==> config.mk <==
export PLATFORM = sky130hd
export DESIGN_NAME = numeric_color_spec_parser
export DESIGN_NICKNAME = d
export VERILOG_FILES = /design/src/rtl/cnsp_pkg.sv /design/src/rtl/cnsp_field_scale.sv /design/src/rtl/cnsp_step.sv /design/src/rtl/numeric_color_spec_parser.sv
export SDC_FILE = /design/constraint.sdc
export NUM_CORES = 1
export LEC_CHECK = 0
export ABC_AREA = 1
export BUFFER_PORTS_ARGS = -buffer_cell sky130_fd_sc_hd__buf_4
export CAP_MARGIN = 15
export CORE_MARGIN = 5
export CORE_UTILIZATION = 35
export CTS_CLUSTER_SIZE = 24
export DETAILED_ROUTE_END_ITERATION = 6
export PLACE_DENSITY = 0.59
export SLEW_MARGIN = 20
export SYNTH_ARGS = -nofsm -noshare
export SYNTH_HDL_FRONTEND = slang
export SYNTH_SLANG_ARGS = --single-unit
==> constraint.sdc <==
create_clock -name clk -period 12.6 [get_ports clk]
set_clock_uncertainty 0.05 [all_clocks]
set_input_delay 0.63 -clock clk [delete_from_list [all_inputs] [get_ports clk]]
set_output_delay 0.63 -clock clk [all_outputs]
set_load 0.01 [all_outputs]
==> src/rtl/cnsp_pkg.sv <==
// shared types, character codes and hex decoding for the numeric color spec parser
// no dependencies; imported by every module of the block
package cnsp_pkg;

  typedef struct packed {
    logic [7:0] char_code;
    logic       is_last;
  } cnsp_in_t;

  typedef struct packed {
    logic        matched;
    logic [15:0] red_level;
    logic [15:0] green_level;
    logic [15:0] blue_level;
  } cnsp_out_t;

  typedef enum logic [4:0] {
    PH_START  = 5'b00001,
    PH_HASH   = 5'b00010,
    PH_PREFIX = 5'b00100,
    PH_FIELD  = 5'b01000,
    PH_DONE   = 5'b10000
  } cnsp_phase_t;

  typedef struct packed {
    cnsp_phase_t phase;
    logic [1:0]  prefix_seen;
    logic [47:0] hash_nibbles;
    logic [3:0]  hash_count;
    logic [1:0]  field_index;
    logic [2:0]  field_digits;
    logic [15:0] field_value;
    logic [15:0] red_hold;
    logic [15:0] green_hold;
    logic        failed;
  } cnsp_state_t;

  typedef struct packed {
    logic       ok;
    logic [3:0] val;
  } cnsp_hex_t;

  localparam logic [7:0] CH_NUL   = 8'h00;
  localparam logic [7:0] CH_HASH  = 8'h23;
  localparam logic [7:0] CH_SLASH = 8'h2F;
  localparam logic [7:0] CH_COLON = 8'h3A;

  localparam logic [3:0] HASH_MAX_DIGITS  = 4'd12;
  localparam logic [2:0] FIELD_MAX_DIGITS = 3'd4;
  localparam logic [1:0] PREFIX_LEN       = 2'd3;

  localparam logic [1:0] FIELD_RED   = 2'd0;
  localparam logic [1:0] FIELD_GREEN = 2'd1;
  localparam logic [1:0] FIELD_BLUE  = 2'd2;

  // 2^20/273 rounded up; (v*3841)>>20 == v/273 for v < 4096
  localparam logic [11:0] DIV273_RECIP = 12'd3841;

  localparam cnsp_state_t STATE_IDLE = '{
    phase: PH_START, prefix_seen: '0, hash_nibbles: '0, hash_count: '0,
    field_index: '0, field_digits: '0, field_value: '0, red_hold: '0,
    green_hold: '0, failed: 1'b0
  };

  function automatic cnsp_hex_t hex_decode(input logic [7:0] c);
    cnsp_hex_t h;
    h.ok  = 1'b0;
    h.val = 4'd0;
    if (c >= 8'h30 && c <= 8'h39) begin
      h.ok  = 1'b1;
      h.val = 4'(c - 8'h30);
    end else if (c >= 8'h41 && c <= 8'h46) begin
      h.ok  = 1'b1;
      h.val = 4'(c - 8'h41 + 8'd10);
    end else if (c >= 8'h61 && c <= 8'h66) begin
      h.ok  = 1'b1;
      h.val = 4'(c - 8'h61 + 8'd10);
    end
    return h;
  endfunction

  // characters of the optional "rgb" prefix
  function automatic logic [7:0] prefix_char(input logic [1:0] idx);
    logic [7:0] c;
    unique case (idx)
      2'd0:    c = 8'h72;
      2'd1:    c = 8'h67;
      2'd2:    c = 8'h62;
      default: c = CH_NUL;
    endcase
    return c;
  endfunction

endpackage

==> src/rtl/cnsp_field_scale.sv <==
// scales a 1 to 4 digit hex field to a 16-bit level, truncating
// depends on cnsp_pkg
module cnsp_field_scale
  import cnsp_pkg::*;
(
  input  logic [15:0] value,
  input  logic [2:0]  digits,
  output logic        ok,
  output logic [15:0] level
);

  logic [23:0] prod;
  logic [3:0]  quot;

  // 3 digits: v*65535/4095 = 16v + v/273
  assign prod = 24'(value[11:0]) * 24'(DIV273_RECIP);
  assign quot = prod[23:20];

  always_comb begin
    ok    = 1'b1;
    level = value;
    unique case (digits)
      3'd1:    level = {4{value[3:0]}};
      3'd2:    level = {2{value[7:0]}};
      3'd3:    level = {value[11:0], quot};
      3'd4:    level = value;
      default: begin
        ok    = 1'b0;
        level = value;
      end
    endcase
  end

endmodule

==> src/rtl/cnsp_step.sv <==
// one character of parsing: next parser state and the result for a final character
// depends on cnsp_pkg and cnsp_field_scale
module cnsp_step
  import cnsp_pkg::*;
(
  input  cnsp_state_t cur,
  input  cnsp_in_t    item,
  output cnsp_state_t nxt,
  output cnsp_out_t   res
);

  cnsp_hex_t   hex;
  logic        dig_app;
  logic [15:0] app_value;
  logic [2:0]  app_digits;
  logic [15:0] sc_value;
  logic [2:0]  sc_digits;
  logic        sc_ok;
  logic [15:0] sc_level;

  assign hex        = hex_decode(item.char_code);
  assign app_value  = {cur.field_value[11:0], hex.val};
  assign app_digits = cur.field_digits + 3'd1;
  // digit appended to the open field this cycle
  assign dig_app    = (cur.phase == PH_FIELD) && hex.ok &&
                      (cur.field_digits < FIELD_MAX_DIGITS);
  assign sc_value   = dig_app ? app_value  : cur.field_value;
  assign sc_digits  = dig_app ? app_digits : cur.field_digits;

  cnsp_field_scale u_scale (
    .value  (sc_value),
    .digits (sc_digits),
    .ok     (sc_ok),
    .level  (sc_level)
  );

  always_comb begin
    cnsp_state_t t;
    cnsp_phase_t ph;
    logic        skip;
    logic        do_end;
    t      = cur;
    ph     = cur.phase;
    skip   = 1'b0;
    do_end = 1'b0;

    if (cur.phase != PH_DONE) begin
      if (item.char_code == CH_NUL) begin
        do_end = 1'b1;
      end else begin
        if (ph == PH_START) begin
          if (item.char_code == CH_HASH) begin
            t.phase = PH_HASH;
            skip    = 1'b1;
          end else begin
            ph      = PH_PREFIX;
            t.phase = PH_PREFIX;
          end
        end
        if (!skip) begin
          if (ph == PH_HASH) begin
            if (!hex.ok || cur.hash_count >= HASH_MAX_DIGITS) begin
              t.failed = 1'b1;
              t.phase  = PH_DONE;
            end else begin
              t.hash_nibbles = {cur.hash_nibbles[43:0], hex.val};
              t.hash_count   = cur.hash_count + 4'd1;
            end
          end else if (ph == PH_PREFIX) begin
            if (item.char_code == CH_COLON) begin
              t.phase        = PH_FIELD;
              t.field_index  = FIELD_RED;
              t.field_digits = '0;
              t.field_value  = '0;
            end else if (cur.prefix_seen < PREFIX_LEN &&
                         item.char_code == prefix_char(cur.prefix_seen)) begin
              t.prefix_seen = cur.prefix_seen + 2'd1;
            end else begin
              t.failed = 1'b1;
              t.phase  = PH_DONE;
            end
          end else if (ph == PH_FIELD) begin
            if (item.char_code == CH_SLASH) begin
              if (!sc_ok) begin
                t.failed = 1'b1;
                t.phase  = PH_DONE;
              end else if (cur.field_index >= FIELD_BLUE) begin
                t.field_value = sc_level;
                t.phase       = PH_DONE;
              end else begin
                if (cur.field_index == FIELD_RED) begin
                  t.red_hold = sc_level;
                end else begin
                  t.green_hold = sc_level;
                end
                t.field_index  = cur.field_index + 2'd1;
                t.field_digits = '0;
                t.field_value  = '0;
              end
            end else if (!dig_app) begin
              t.failed = 1'b1;
              t.phase  = PH_DONE;
            end else begin
              t.field_value  = app_value;
              t.field_digits = app_digits;
            end
          end
        end
      end
    end

    if (item.is_last && t.phase != PH_DONE) begin
      do_end = 1'b1;
    end

    // end of spec: settle hash digits or the last field; any other open phase fails
    if (do_end) begin
      if (t.phase == PH_HASH) begin
        t.phase = PH_DONE;
        unique case (t.hash_count)
          4'd3: begin
            t.red_hold    = {t.hash_nibbles[11:8], 12'd0};
            t.green_hold  = {t.hash_nibbles[7:4], 12'd0};
            t.field_value = {t.hash_nibbles[3:0], 12'd0};
          end
          4'd6: begin
            t.red_hold    = {t.hash_nibbles[23:16], 8'd0};
            t.green_hold  = {t.hash_nibbles[15:8], 8'd0};
            t.field_value = {t.hash_nibbles[7:0], 8'd0};
          end
          4'd9: begin
            t.red_hold    = {t.hash_nibbles[35:24], 4'd0};
            t.green_hold  = {t.hash_nibbles[23:12], 4'd0};
            t.field_value = {t.hash_nibbles[11:0], 4'd0};
          end
          4'd12: begin
            t.red_hold    = t.hash_nibbles[47:32];
            t.green_hold  = t.hash_nibbles[31:16];
            t.field_value = t.hash_nibbles[15:0];
          end
          default: t.failed = 1'b1;
        endcase
      end else if (t.phase == PH_FIELD) begin
        t.phase = PH_DONE;
        // a slash that just opened the blue field leaves it empty
        if (t.field_index != FIELD_BLUE || t.field_digits == 3'd0 || !sc_ok) begin
          t.failed = 1'b1;
        end else begin
          t.field_value = sc_level;
        end
      end else if (t.phase != PH_DONE) begin
        t.failed = 1'b1;
        t.phase  = PH_DONE;
      end
    end

    res.matched     = !t.failed;
    res.red_level   = t.failed ? 16'd0 : t.red_hold;
    res.green_level = t.failed ? 16'd0 : t.green_hold;
    res.blue_level  = t.failed ? 16'd0 : t.field_value;

    nxt = item.is_last ? STATE_IDLE : t;
  end

endmodule

==> src/rtl/numeric_color_spec_parser.sv <==
// top level of the numeric color spec parser: input register, parser state, result register
// depends on cnsp_pkg and cnsp_step
//
// The block reads a color spec one character per transaction, is_last on the final
// character, and gives one result transaction for each spec: matched plus 16-bit red,
// green and blue. Accepted forms are '#' with 3, 6, 9 or 12 hex digits (three equal groups,
// each left-justified to 16 bits) and an optional leading part of "rgb" (case-sensitive)
// followed by ':' and three '/'-separated hex fields of 1 to 4 digits, each scaled to
// v*65535/(16^n-1) truncated; text after the third field's '/' is ignored. A zero byte ends
// the spec early. Anything malformed gives matched=0 with all levels zero. Throughput is one
// character per clock: a character goes from the input register through the combinational
// parse step into the parser state, and a final character also loads the result register,
// so the result is registered as its last character leaves the input register. in_stall rises
// only when a final character waits behind a result that the consumer is stalling; other
// characters keep flowing while a result waits.
module numeric_color_spec_parser
  import cnsp_pkg::*;
(
  input  logic      clk,
  input  logic      rst_n,
  input  logic      in_valid,
  output logic      in_stall,
  input  cnsp_in_t  in_data,
  output logic      out_valid,
  input  logic      out_stall,
  output cnsp_out_t out_data
);

  // input stage
  logic        in_vld_r;
  cnsp_in_t    in_item_r;
  // parser state
  cnsp_state_t state_r;
  cnsp_state_t state_nxt;
  // result stage
  logic        out_vld_r;
  cnsp_out_t   out_item_r;
  cnsp_out_t   res_nxt;

  logic        blocked;
  logic        advance;

  // a final character can only move on when the result register is free or being taken
  assign blocked  = in_vld_r && in_item_r.is_last && out_vld_r && out_stall;
  assign advance  = in_vld_r && !blocked;
  assign in_stall = blocked;

  cnsp_step u_step (
    .cur  (state_r),
    .item (in_item_r),
    .nxt  (state_nxt),
    .res  (res_nxt)
  );

  // input register
  always_ff @(posedge clk) begin
    if (!rst_n) begin
      in_vld_r <= 1'b0;
    end else if (!blocked) begin
      in_vld_r <= in_valid;
    end
  end

  always_ff @(posedge clk) begin
    if (in_valid && !blocked) begin
      in_item_r <= in_data;
    end
  end

  // parser state, returns to idle after each final character
  always_ff @(posedge clk) begin
    if (!rst_n) begin
      state_r <= STATE_IDLE;
    end else if (advance) begin
      state_r <= state_nxt;
    end
  end

  // result register
  always_ff @(posedge clk) begin
    if (!rst_n) begin
      out_vld_r <= 1'b0;
    end else if (advance && in_item_r.is_last) begin
      out_vld_r <= 1'b1;
    end else if (!out_stall) begin
      out_vld_r <= 1'b0;
    end
  end

  always_ff @(posedge clk) begin
    if (advance && in_item_r.is_last) begin
      out_item_r <= res_nxt;
    end
  end

  assign out_valid = out_vld_r;
  assign out_data  = out_item_r;

endmodule

# Word level (Yosys, flattened, before mapping)
# Index checks and enable logic that the tools add are counted.
[totals]
regBits = 173
in_bits = 13
wordCells = 184
output_inout_bits = 51
[classes]
mul = 1
n_mux = 87
n_addsub = 9
magnitude_cmp = 10
n_reduce_logical = 30
n_eq_ne = 29
[ops]
columns = ["operator", "count"]
rows = [
  ["$mux 113", 4],
  ["$pmux 48 s4", 1],
  ["$mux 32", 4],
  ["$mux 5", 23],
  ["$mux 16", 7],
  ["$mux 53", 2],
  ["$mux 52", 2],
  ["$mux 54", 1],
  ["$mux 49", 1],
  ["$mux 8", 6],
  ["$pmux 16 s3", 1],
  ["$mux 21", 2],
  ["$mux 19", 2],
  ["$eq 8x6->1 const B", 3],
  ["$mul 12x12->24 const B", 1],
  ["$mux 1", 23],
  ["$pmux 7 s3", 1],
  ["$ge 8x7->1 const B", 2],
  ["$le 8x7->1 const B", 2],
  ["$eq 5x4->1 const B", 3],
  ["$logic_and 1x1->1", 13],
  ["$sub 4x1->4 const B", 3],
  ["$eq 5x2->1 const B", 2],
  ["$mux 2", 5],
  ["other kinds (33)", 52],
]

# Longest topological paths before layout
# Gate-level depths: netlist (run 1).
[logic_depth]
ltp_word = 28
mapped_depth = 41
mapped_depth_nobuf = 40

# Cells and area by module
# Synthesis (run 1) repeated with hierarchy kept, for this count alone.
[unflattened]
cells_unflattened = 2179
hier_area_um2 = 13944.6
[by_module_without_submodules]
columns = ["module", "instances", "area_per_inst_um2", "seq_area_each_um2", "cells_each"]
rows = [
  ["numeric_color_spec_parser", 1, 6447.4, 4043.9, 787],
  ["cnsp_step", 1, 5435.2, 0.0, 1118],
  ["cnsp_field_scale", 1, 2062.0, 0.0, 274],
]

# Least setup slack after synthesis (run 1)
# No wires, ideal clock.
[synth_path]
kind = "register to register"
from = "register in_item_r[1] (netlist name)"
to = "register out_item_r (netlist bit out_data[3]), data pin"
setup_time_ps = 257
path_slack_ps = 6456
stages_incl_launch_ff = 37
required_ps = 12293
path_buffers = 2
arrival_ps = 5837
period_less_slack_ps = 6144
cell_sequence = "edfxtp_1 -> inv_1 -> ha_1 -> nor2_1 -> nand2_1 -> nand3_4 -> nand2_4 -> nand3_2 -> buf_2 -> clkbuf_1 -> o21ai_0 -> inv_1 -> fa_1 -> fa_1 -> ha_1 -> ha_1 -> ha_1 -> ha_1 -> nand2_1 -> nor3_1 -> a21oi_1 -> o21ai_0 -> a21oi_1 -> nor2_1 -> nor2_1 -> nand2_1 -> nand2_1 -> nand3_1 -> nand2_1 -> nand2_1 -> nand2_1 -> nand2_1 -> nand2_1 -> nand2_1 -> nand2_1 -> nand2_1 -> nor2_1"
[synth_via]
elab_chain_cells = 26
word_cells_on_any_way = 109
cone_classes = "add/sub: 5; mul: 1; order compare: 6; eq/ne: 19; mux: 62; reduce/logical: 16"
[synth_rtl]
columns = ["item", "line_no", "source"]
rows = [
  ["from (decl)", "numeric_color_spec_parser.sv:31", "cnsp_in_t in_item_r;"],
  ["from (signal assigned)", "numeric_color_spec_parser.sv:66", "in_item_r <= in_data;"],
  ["parallel branches: the longest is 25 deep, another holds $mul 12x12->24", "n/a", ""],
  ["$mux 49 *", "cnsp_step.sv:117", "if (do_end) begin"],
  ["to (signal assigned)", "numeric_color_spec_parser.sv:92", "out_item_r <= res_nxt;"],
  ["to (decl)", "numeric_color_spec_parser.sv:37", "cnsp_out_t out_item_r;"],
]
# Every way passes the cells marked *. The select of a mux whose other input is x is not followed.
# A chain may end at the register's enable or synchronous reset.

# Worst setup path in the final report (run 1)
[layout_path]
from = "register state_r[108] (netlist name)"
to = "register out_item_r (netlist bit out_data[19]), data pin"
[layout_via]
elab_chain_cells = 22
word_cells_on_any_way = 80
cone_classes = "mul: 1; eq/ne: 18; mux: 52; reduce/logical: 9"
[layout_rtl]
columns = ["item", "line_no", "source"]
rows = [
  ["from (decl)", "numeric_color_spec_parser.sv:33", "cnsp_state_t state_r;"],
  ["from (signal assigned)", "numeric_color_spec_parser.sv:75", "state_r <= state_nxt;"],
  ["parallel branches: the longest is 21 deep, another holds $mul 12x12->24", "n/a", ""],
  ["$mux 49 *", "cnsp_step.sv:117", ""],
]
# Marks and branches as above.

==> results of run 1 <==
## registers in the layout (all words and copies together), names as in the netlist
register and flops:
out_data 49, in_vld_r 1, in_item_r 9, state_r 113, out_valid 1
## area by class of cell
cell class	count	area, µm²	area share (%)
Tap cell	455	569	4.16
Multi-Input combinational cell	1316	7130	52.1
Timing Repair Buffer	72	541	3.95
Inverter	222	835	6.10
Clock inverter	14	128	0.933
Clock buffer	18	439	3.21
Sequential cell	173	4040	29.6
## logic make-up (layout without fill, tap and decap cells)
family / after synthesis / count (layout) / share of synthesized area (%)
buffers and inverters: 306 / 326 / 9.75
muxes: 4 / 4 / 0.324
adders and majority gates: 87 / 87 / 9.54
AOI/OAI and AO/OA: 410 / 410 / 18.5
and+or+nand+nor: 798 / 798 / 28.0
DFF: 173 / 173 / 32.7
xor gates and xnor gates: 17 / 17 / 1.21
## worst min path at each step
| stage | end | slack (ns) |
|---|---|---|
| detailed placement | state_r[9] | 0.40 |
| global placement | state_r[14] | 0.40 |
| global route | in_item_r[7] | 0.30 |
| finish | in_item_r[0] | 0.31 |
| floorplan | state_r[27] | 0.39 |
| CTS | in_item_r[0] | 0.30 |
## layer usage
metal	up-vias	GRT usage (%)
li1	5931	-
met1	5589	28.8
met2	403	28.8
met3	46	3.03
met4	0	5.00
met5	-	0
## synthesized netlist by cell type (all sizes together) (34+ instances only)
master	count
nand2	504
inv	221
a21oi	161
o21ai	160
nor2	121
dfxtp	115
nand3	80
ha	75
clkbuf	59
edfxtp	58
or2	53
o22ai	34
## power groups by stage
stage / clock, mW / combinational, mW / sequential, mW
2_1_floorplan: 0 / 0.100 / 0.603
3_3_place_gp: 0 / 0.145 / 0.602
3_5_place_dp: 0 / 0.145 / 0.602
4_1_cts: 0.525 / 0.145 / 0.589
5_1_grt: 0.548 / 0.162 / 0.590
6_report: 0.517 / 0.147 / 0.589
==> results by stage, run 1 <==
Floorplanning:
- The die covers 39,100 µm².
- The count of standard-cell rows is 68.
- The initial utilization of the core area, before any placement, comes to between 30% and 40%.
- The number of top-level pins is 64.
- The x dimension of the die is 198 µm.
- The area inside the core boundary is 34,700 µm².
- The floorplan step set the die height to 198 µm.

Synth:
- Sequential elements use 32.7% of the synthesized area.
- The average footprint of a synthesized cell is 6.88 µm².
- The Yosys step of the flow raised 0 warnings.
- The share of flip-flops with an asynchronous set or reset after synthesis is 0%.
- The dominant synthesized flop cell is dfxtp_1.
- The number of storage elements in the synthesis netlist is between 150 and 200.
- Ranked by total cell area, the synthesized netlist is headed by dfxtp_1 19%, nand2_1 15%, edfxtp_1 14%.
- Counting flops with a built-in enable in the synthesized netlist gives 58.
- The share of synthesized area in the top cell type comes to 18.6%.
- After synthesis, the netlist uses 50 different library cells.
- Of all cell types, the one taking the most synthesized area is dfxtp_1.
- The post-synthesis instance total is approximately 1,800.
- The number of nets produced by synthesis is 1,895.
- The post-synthesis cell area is 12,400 µm².

STA:
- The number of pins with negative max-slew slack in the final report came to 0.
- For the pin with the worst max-slew slack, the measured transition is 1.01 ns.
- The highest achievable clock rate is ~140 MHz.
- The minimum clock period after layout is 7.31 ns.
- Setup violations remaining at the end of the flow were counted as 0.
- The part of the cycle the worst path needs is 58.0%.
- Across all hold checks on the routed design, the worst slack comes to 0.313 ns.
- The post-layout worst setup margin is 5.29 ns.
- Headroom to the max-slew limit came out at approximately a third.
- Adding up every negative setup slack in the final design gives 0 ns.
- The total count of hold-check failures in the final report came to 0.
- Setup repair after global routing left no endpoint under its margin.

Final layout:
- The share of final-layout standard cells stronger than drive strength 1 is a little over a tenth.
- At the end of the flow, the number of nets in the layout was around 1,900.
- The library cell used most frequently in the layout, excluding fill and tap cells, is nand2_1.
- In the layout the commonest cells are 488 x nand2_1, 209 x inv_1, 161 x a21oi_1.
- The number of fill cells is 3,680.
- From synthesis to final layout, the design area changed by 10.8%.
- The cell area after layout is 13,700 µm².
- Cells fill 39.4% of the core in the end.
- The number of antenna diodes is 0.
- The finished layout holds 2,270 standard cells, fillers aside.

Place:
- At the end of routability-driven placement, the weighted congestion stood at 0.917.
- The number of cells in the design after placement is 2,238.
- The placed cell area is 13,100 µm².
- At the placement stage, the worst setup path has a slack of between 5 and 6 ns.
- The post-DP HPWL is roughly 28,000 µm.
- Port buffering added 63 buffers.

Critical path:
- The critical path's most frequent cell is nand2_1.
- Following the worst setup path forward leads to its endpoint at out_data[19].
- The kind of critical path is register to register.
- In this design, the stage delay of the slowest critical-path cell is between 0.8 and 0.9 ns.
- The kind of end point of the critical path is a register.
- At the worst endpoint, the required time is around 13 ns.
- Along the worst path, the maximum fanout reaches 30.
- The count of cell instances traversed by the critical path is 29.
- The worst reg2reg path startpoint is state_r[108].
- Counting both buffers and inverters, the worst setup path holds a total of 2.
- The destination of the worst register-to-register timing path is out_data[19].
- The slowest stage cell on the critical path is o21ai_0.
- The count of cells along the worst register-to-register path is 29.
- Among cell families on the critical path, the largest total delay comes from simple AND/OR/NAND/NOR gates.
- The register-to-register path setup slack is approximately 5.3 ns.
- The sort of element at the start of the critical path is a register.
- Tracing the worst setup path back leads to its startpoint at state_r[108].
- The signal arrival time at the worst endpoint is 7.42 ns.

Clock tree:
- Buffers added to address setup during post-CTS repair amount to 0.
- The clock network latency to the later pin of the worst-skew pair is 0.44 ns.
- The H-tree depth is 4.
- In this run, CTS created clock tree buffers numbering 17.
- Clock-pin slew was measured on the worst setup and hold paths at 0.07 ns.
- Once the clock tree was built, the resizer swapped 0 gates to a different size.
- The CTS tree is done.
- The root buffer cell is clkbuf_16.
- Counting every sink on the clock net gives 173.
- The hold buffer count at CTS is 0.
- The longest clock path from root to sink contains 2 buffers.

Drt:
- The per-cell routed wire length is 16.8 µm.
- The DRC violation count after routing is 0.
- Dividing the detail-routed via count by the number of cells gives 5.27.
- Across all layers, the routed design uses 12,000 vias.
- The final layout contains routed wiring with a total length of 38,200 µm.
- The met3 wire length is 2770 µm.
- The highest metal layer carrying signal wires in the routed design is met4.
- Detailed routing placed a total of 16,300 µm of wire on met2.
- The wire length the detailed router placed on met1 is 18,300 µm.
- The post-route antenna net violation count is 0.
- The number of iterations in the first detailed-routing pass is 5.
- For this block, the initial DRC count from the detailed router was roughly 1,200.

Power and ir drop:
- The total power after layout is approximately 1.3 mW.
- Of the total power, registers draw 47.0%.
- Net switching is between 20 and 30% of the power.
- The clock network power share is about two fifths.
- The static power due to leakage is 5.95 nW.
- For this design the total switching power over the nets is 0.371 mW.
- Across the VDD grid, the largest voltage drop is 99.4 µV.
- The fraction of power consumed by combinational cells is 11.7%.
- The power per standard cell area is 91.6 nW/µm².
- Cell internal power was estimated by the tool at 0.882 mW.

Global routing:
- The number of global-route vias before repair came to 11,000.
- The initial antenna violation count was 0.
- The first global-routing pass estimated 60,800 µm of wire.
- The maximum number of pins on one net before global-route repair is 84.
- For this run, the total global-route usage over all layers was measured as 19.2%.
- The global route total overflow is 0.

Min path:
- Counting instances, the worst hold path has a depth of 1.
- The worst hold path begins at in_data[0].
- The path type of the worst min-delay path is input port to register.

Run status:
- The flow ran to the end, and the final reports show no timing, DRC or antenna violations.

Flow run:
- The tool flagged a number of max-cap violations equal to 0.
Power figures use the tool's default switching activity.
==> run 2, diff against run 1 <==
--- a/config.mk
+++ b/config.mk
@@ -5,7 +5,7 @@
 export SDC_FILE = /design/constraint.sdc
 export NUM_CORES = 1
 export LEC_CHECK = 0
-export ABC_AREA = 1
+export ABC_AREA = 0
 export BUFFER_PORTS_ARGS = -buffer_cell sky130_fd_sc_hd__buf_4
 export CAP_MARGIN = 15
 export CORE_MARGIN = 5
==> constraint.sdc (replaced) <==
create_clock -name clk -period 7.6 [get_ports clk]
set_clock_uncertainty 0.05 [all_clocks]
set_input_delay 0.38 -clock clk [delete_from_list [all_inputs] [get_ports clk]]
set_output_delay 0.38 -clock clk [all_outputs]
set_load 0.01 [all_outputs]
==> run 2 against run 1 <==
Critical endpoint is now out_data[1]. Area after synthesis shrank 0.17%. Critical path type unchanged. Sequential share of layout area shrank 0.63 points. Final cell count shrank 15%. The run now ends with DRC left. Die area shrank 0.17%. Global-route usage grew 0.76 points. Via count shrank 4.5%. First-iteration DRC count grew 2.3%. Critical path depth shrank 2. Non-clock buffer count grew 31. Power grew 62%. Largest power group unchanged.
==> results by stage, run 2 <==
Run status:
- The flow ran to the end, but the final reports show violations.
- The final reports fail on DRC.

Final layout:
- The number of nets in the final layout is approximately 1,600.
- Cells with a size suffix above 1 make up about an eighth of the layout.
- The most common cell after layout, fill and taps aside is nand2_1.
- Counting flops per register, the top entry is state_r.
- In the layout the commonest cells are 132 x nand2_1, 115 x dfxtp_1, 107 x nor2_1.
- The relative area change from synthesis to final layout is 13.4%.
- The number of antenna diodes in the final layout is 0.
- The register with the most flip-flops in the layout has 113 of them.

Critical path:
- The sort of element at the start of the critical path is a register.
- At the worst endpoint, the required time is 7.74 ns.
- The kind of critical path is register to register.
- Data on the critical path arrives at its endpoint at 7.38 ns.
- Along the worst path, the maximum fanout reaches 23.
- The register-to-register path setup slack is 0.36 ns.
- The destination of the worst register-to-register timing path is out_data[1].
- For the worst flop-to-flop path, the logic depth is 27.
- The kind of end point of the critical path is a register.
- The worst register-to-register path begins at in_item_r[1].

Synth:
- The number of different library cells in the post-synthesis netlist is between 80 and 90.
- The share of flip-flops with an asynchronous set or reset after synthesis is 0%.
- The synthesized design devotes to its leading area cell type 18.7% of total area.
- Yosys mapped a number of flops with a built-in enable equal to slightly below 60.
- For this run, the leading register cell type out of synthesis is dfxtp_1.
- The post-synthesis instance total is 1,439.
- Of the synthesized area, sequential elements account for 32.8%.
- Yosys printed 0 warnings.
- By area the synthesized netlist is led by dfxtp_1 19%, edfxtp_1 14%, ha_1 7.6%.
- Among all cell types in the netlist, the one instantiated most often is nand2_1.
- The average footprint of a synthesized cell is 8.57 µm².
- The commonest cells after synthesis are 133 x nand2_1, 115 x dfxtp_1, 107 x nor2_1.
- The number of nets in the synthesized netlist is 1,539.
- In this run, synthesis produced a sequential element count of 173.
- The post-synthesis cell area is 12,300 µm².
- Summed over all instances, the cell type with the most area after synthesis is dfxtp_1.

Clock tree:
- The TritonCTS buffer count is 17.
- The maximum clock insertion buffer count is 2.
- After clock tree synthesis, the clock-pin slew on the worst setup and hold paths is 0.07 ns.
- The root buffer cell is clkbuf_16.
- The clock sink count is 173.
- The H-tree depth is 4.
- TritonCTS built the clock tree.
- For the worst-skew pair, the clock arrives at the later sink with an insertion delay of approximately 0.44 ns.

Floorplanning:
- The die is 198 µm tall.
- In this run the count of I/O pins placed on the die edge is 64.
- The effective utilization at floorplan is 35.6%.
- The floorplan has 68 rows.
- The x dimension of the die is 198 µm.
- The floorplan step defined a core boundary enclosing around 35,000 µm².
- The overall die area is 39,100 µm².

STA:
- The minimum clock period after layout is between 7 and 8 ns.
- The total count of hold-check failures in the final report is 0.
- Based on the critical path, the design can be clocked at up to 138 MHz.
- The worst hold-check slack is 0.0647 ns.
- The worst path uses 95.3% of the clock period.
- The worst max-slew margin expressed relative to the limit is 22.9%.
- The final-report setup violation count is 0.
- The slew at the pin with the worst max-slew slack is 1.15 ns.
- The number of pins with negative max-slew slack in the final report is 0.
- The post-layout worst setup margin is 0.358 ns.

Place:
- Detailed placement finished with a half-perimeter wire length of 28,900 µm.
- During placement, the flow inserted port buffers numbering 63.
- The setup slack at placement is 0.161 ns.
- The final weighted congestion in routability-driven placement is between 0.9 and 1.

Power and ir drop:
- For this design the static power due to leakage is 5.44 nW.
- Across the VDD grid, the largest voltage drop is 156 µV.
- Power spread over the standard cell area amounts to 145 nW/µm².

Drt:
- The sum of routed wire length over all layers is 40,200 µm.
- The post-route antenna net violation count is 0.
- Across all layers, the routed design uses 11,400 vias.
- Dividing the detail-routed via count by the number of cells gives 5.92.
- For this run, the detailed router's first-pass iteration total came to 7.
- In the final routed layout, each cell accounts on average for 20.8 µm.
- The number of DRC violations after detailed-routing iteration 0 is 1,263.
- The DRC violation count after routing is 11.

Min path:
- For hold timing, the worst endpoint is in_item_r[8].
- Counting instances, the worst hold path has a depth of 1.
- In this run the most critical hold path is launched from in_data[8].
- The tightest min-delay check is of the input port to register type.

Global routing:
- met2 is the most crowded layer.
- The all-layer global routing usage is between 10% and 20%.
- The first global-routing pass estimated 62,300 µm of wire.
- The number of global-route vias before repair came to between 10,000 and 15,000.
- For this run the aggregate overflow at the end of global routing stands at 0.
- The initial antenna violation count is 0.
- Entering global routing, the biggest net connects 84 pins.
- For this run, global-route usage on met2 was measured as 31.1%.
- The fraction of met3 tracks used by global routing is 3.03%.
- Global routing consumed, on the met1 layer, 29.1% of the routing resources.

Flow run:
- The number of maximum-capacitance violations is 0.
-- run 2: changes by cell type in the layout (fill, tap and decap cells not counted), sizes merged, moves of 20 or more --
cell	before	now
nand3	80	24
a21o	1	21
a211oi	2	24
a21oi	161	71
or2	53	2
and2	0	58
inv	227	53
nor2b	0	50
o21ai	160	109
buf	72	103
mux2i	4	66
a22oi	11	45
nand2	504	133
-- run 2: worst max-delay path: stages, from the launching register on --
cell	delay (ns)
edfxtp_1	0.47
inv_1	0.15
ha_1	0.17
or3b_4	0.40
and4_1	0.27
o211ai_1	0.30
buf_12	0.23
mux2_2	0.41
inv_1	0.18
fa_1	0.44
fa_1	0.51
inv_1	0.04
ha_1	0.28
ha_1	0.29
ha_1	0.29
ha_1	0.31
and3_1	0.22
a221oi_2	0.32
nor2_1	0.13
a211oi_2	0.23
o21ai_0	0.14
xnor2_1	0.32
buf_4	0.17
a31oi_1	0.07
o21ai_0	0.15
o21ai_0	0.11
a21oi_1	0.24
nor3_1	0.09
-- run 2: power breakdown --
group	leakage, nW	internal (mW)	switching [mW]
Sequential	1.46	0.964	0.00997
Clock	0.292	0.471	0.430
Combinational	3.69	0.0472	0.106
Total	5.44	1.48	0.546
-- run 2: final cells by class --
type / count / area (µm²)
clock buffers: 17 / 425
clock inverters: 15 / 179
fillers: 3426 / 20600
inverters: 48 / 180
multi-input cells: 1118 / 7800
flip-flops and latches: 173 / 4040
well taps: 455 / 569
repair buffers: 103 / 786
-- run 2: timing repair --
action                                  in CTS  in global routing
endpoints found under the setup margin       0                 24
setup buffers                                0                  6
gates resized for setup                      0                  9
hold buffers                                 0                  0
-- run 2: how the worst max path moves through the flow --
| stage | from | end | slack (ns) |
|---|---|---|---|
| after floorplan | in_item_r[1] | out_data[0] | 0.55 |
| after global placement | in_item_r[1] | out_data[33] | 0.43 |
| after detailed placement | in_item_r[1] | out_data[0] | 0.16 |
| after CTS | in_item_r[1] | out_data[0] | 0.12 |
| after global routing | in_item_r[1] | out_data[2] | -0.007 |
| final | in_item_r[1] | out_data[1] | 0.36 |
-- run 2: cells by family after synthesis --
| family | count (synthesis) | share of synthesized area [%] |
|---|---|---|
| AOI/OAI and AO/OA | 449 | 25.0 |
| and+or+nand+nor | 486 | 20.1 |
| adders and majority gates | 87 | 9.56 |
| buffers and inverters | 148 | 4.87 |
| DFF | 173 | 32.8 |
| muxes | 75 | 6.18 |
| xor gates and xnor gates | 21 | 1.49 |
-- run 2: through the flow --
step,util (%),area [µm²],instances,setup TNS (ns),power (mW)
after floorplan,-,12300,1439,0,1.09
after global placement,38.4,13300,1891,0,1.14
after detailed placement,38.4,13300,1891,0,1.14
after CTS,40.1,13900,1923,0,2.04
after global routing,40.4,14000,1929,-0.00676,2.10
final,40.4,14000,1929,0,2.03
-- run 2: per-layer routing --
layer,part of all wire [%],vias to the layer above
li1,-,5395
met1,46,5494
met2,44,476
met3,7.4,61
met4,1.9,0
met5,0,-
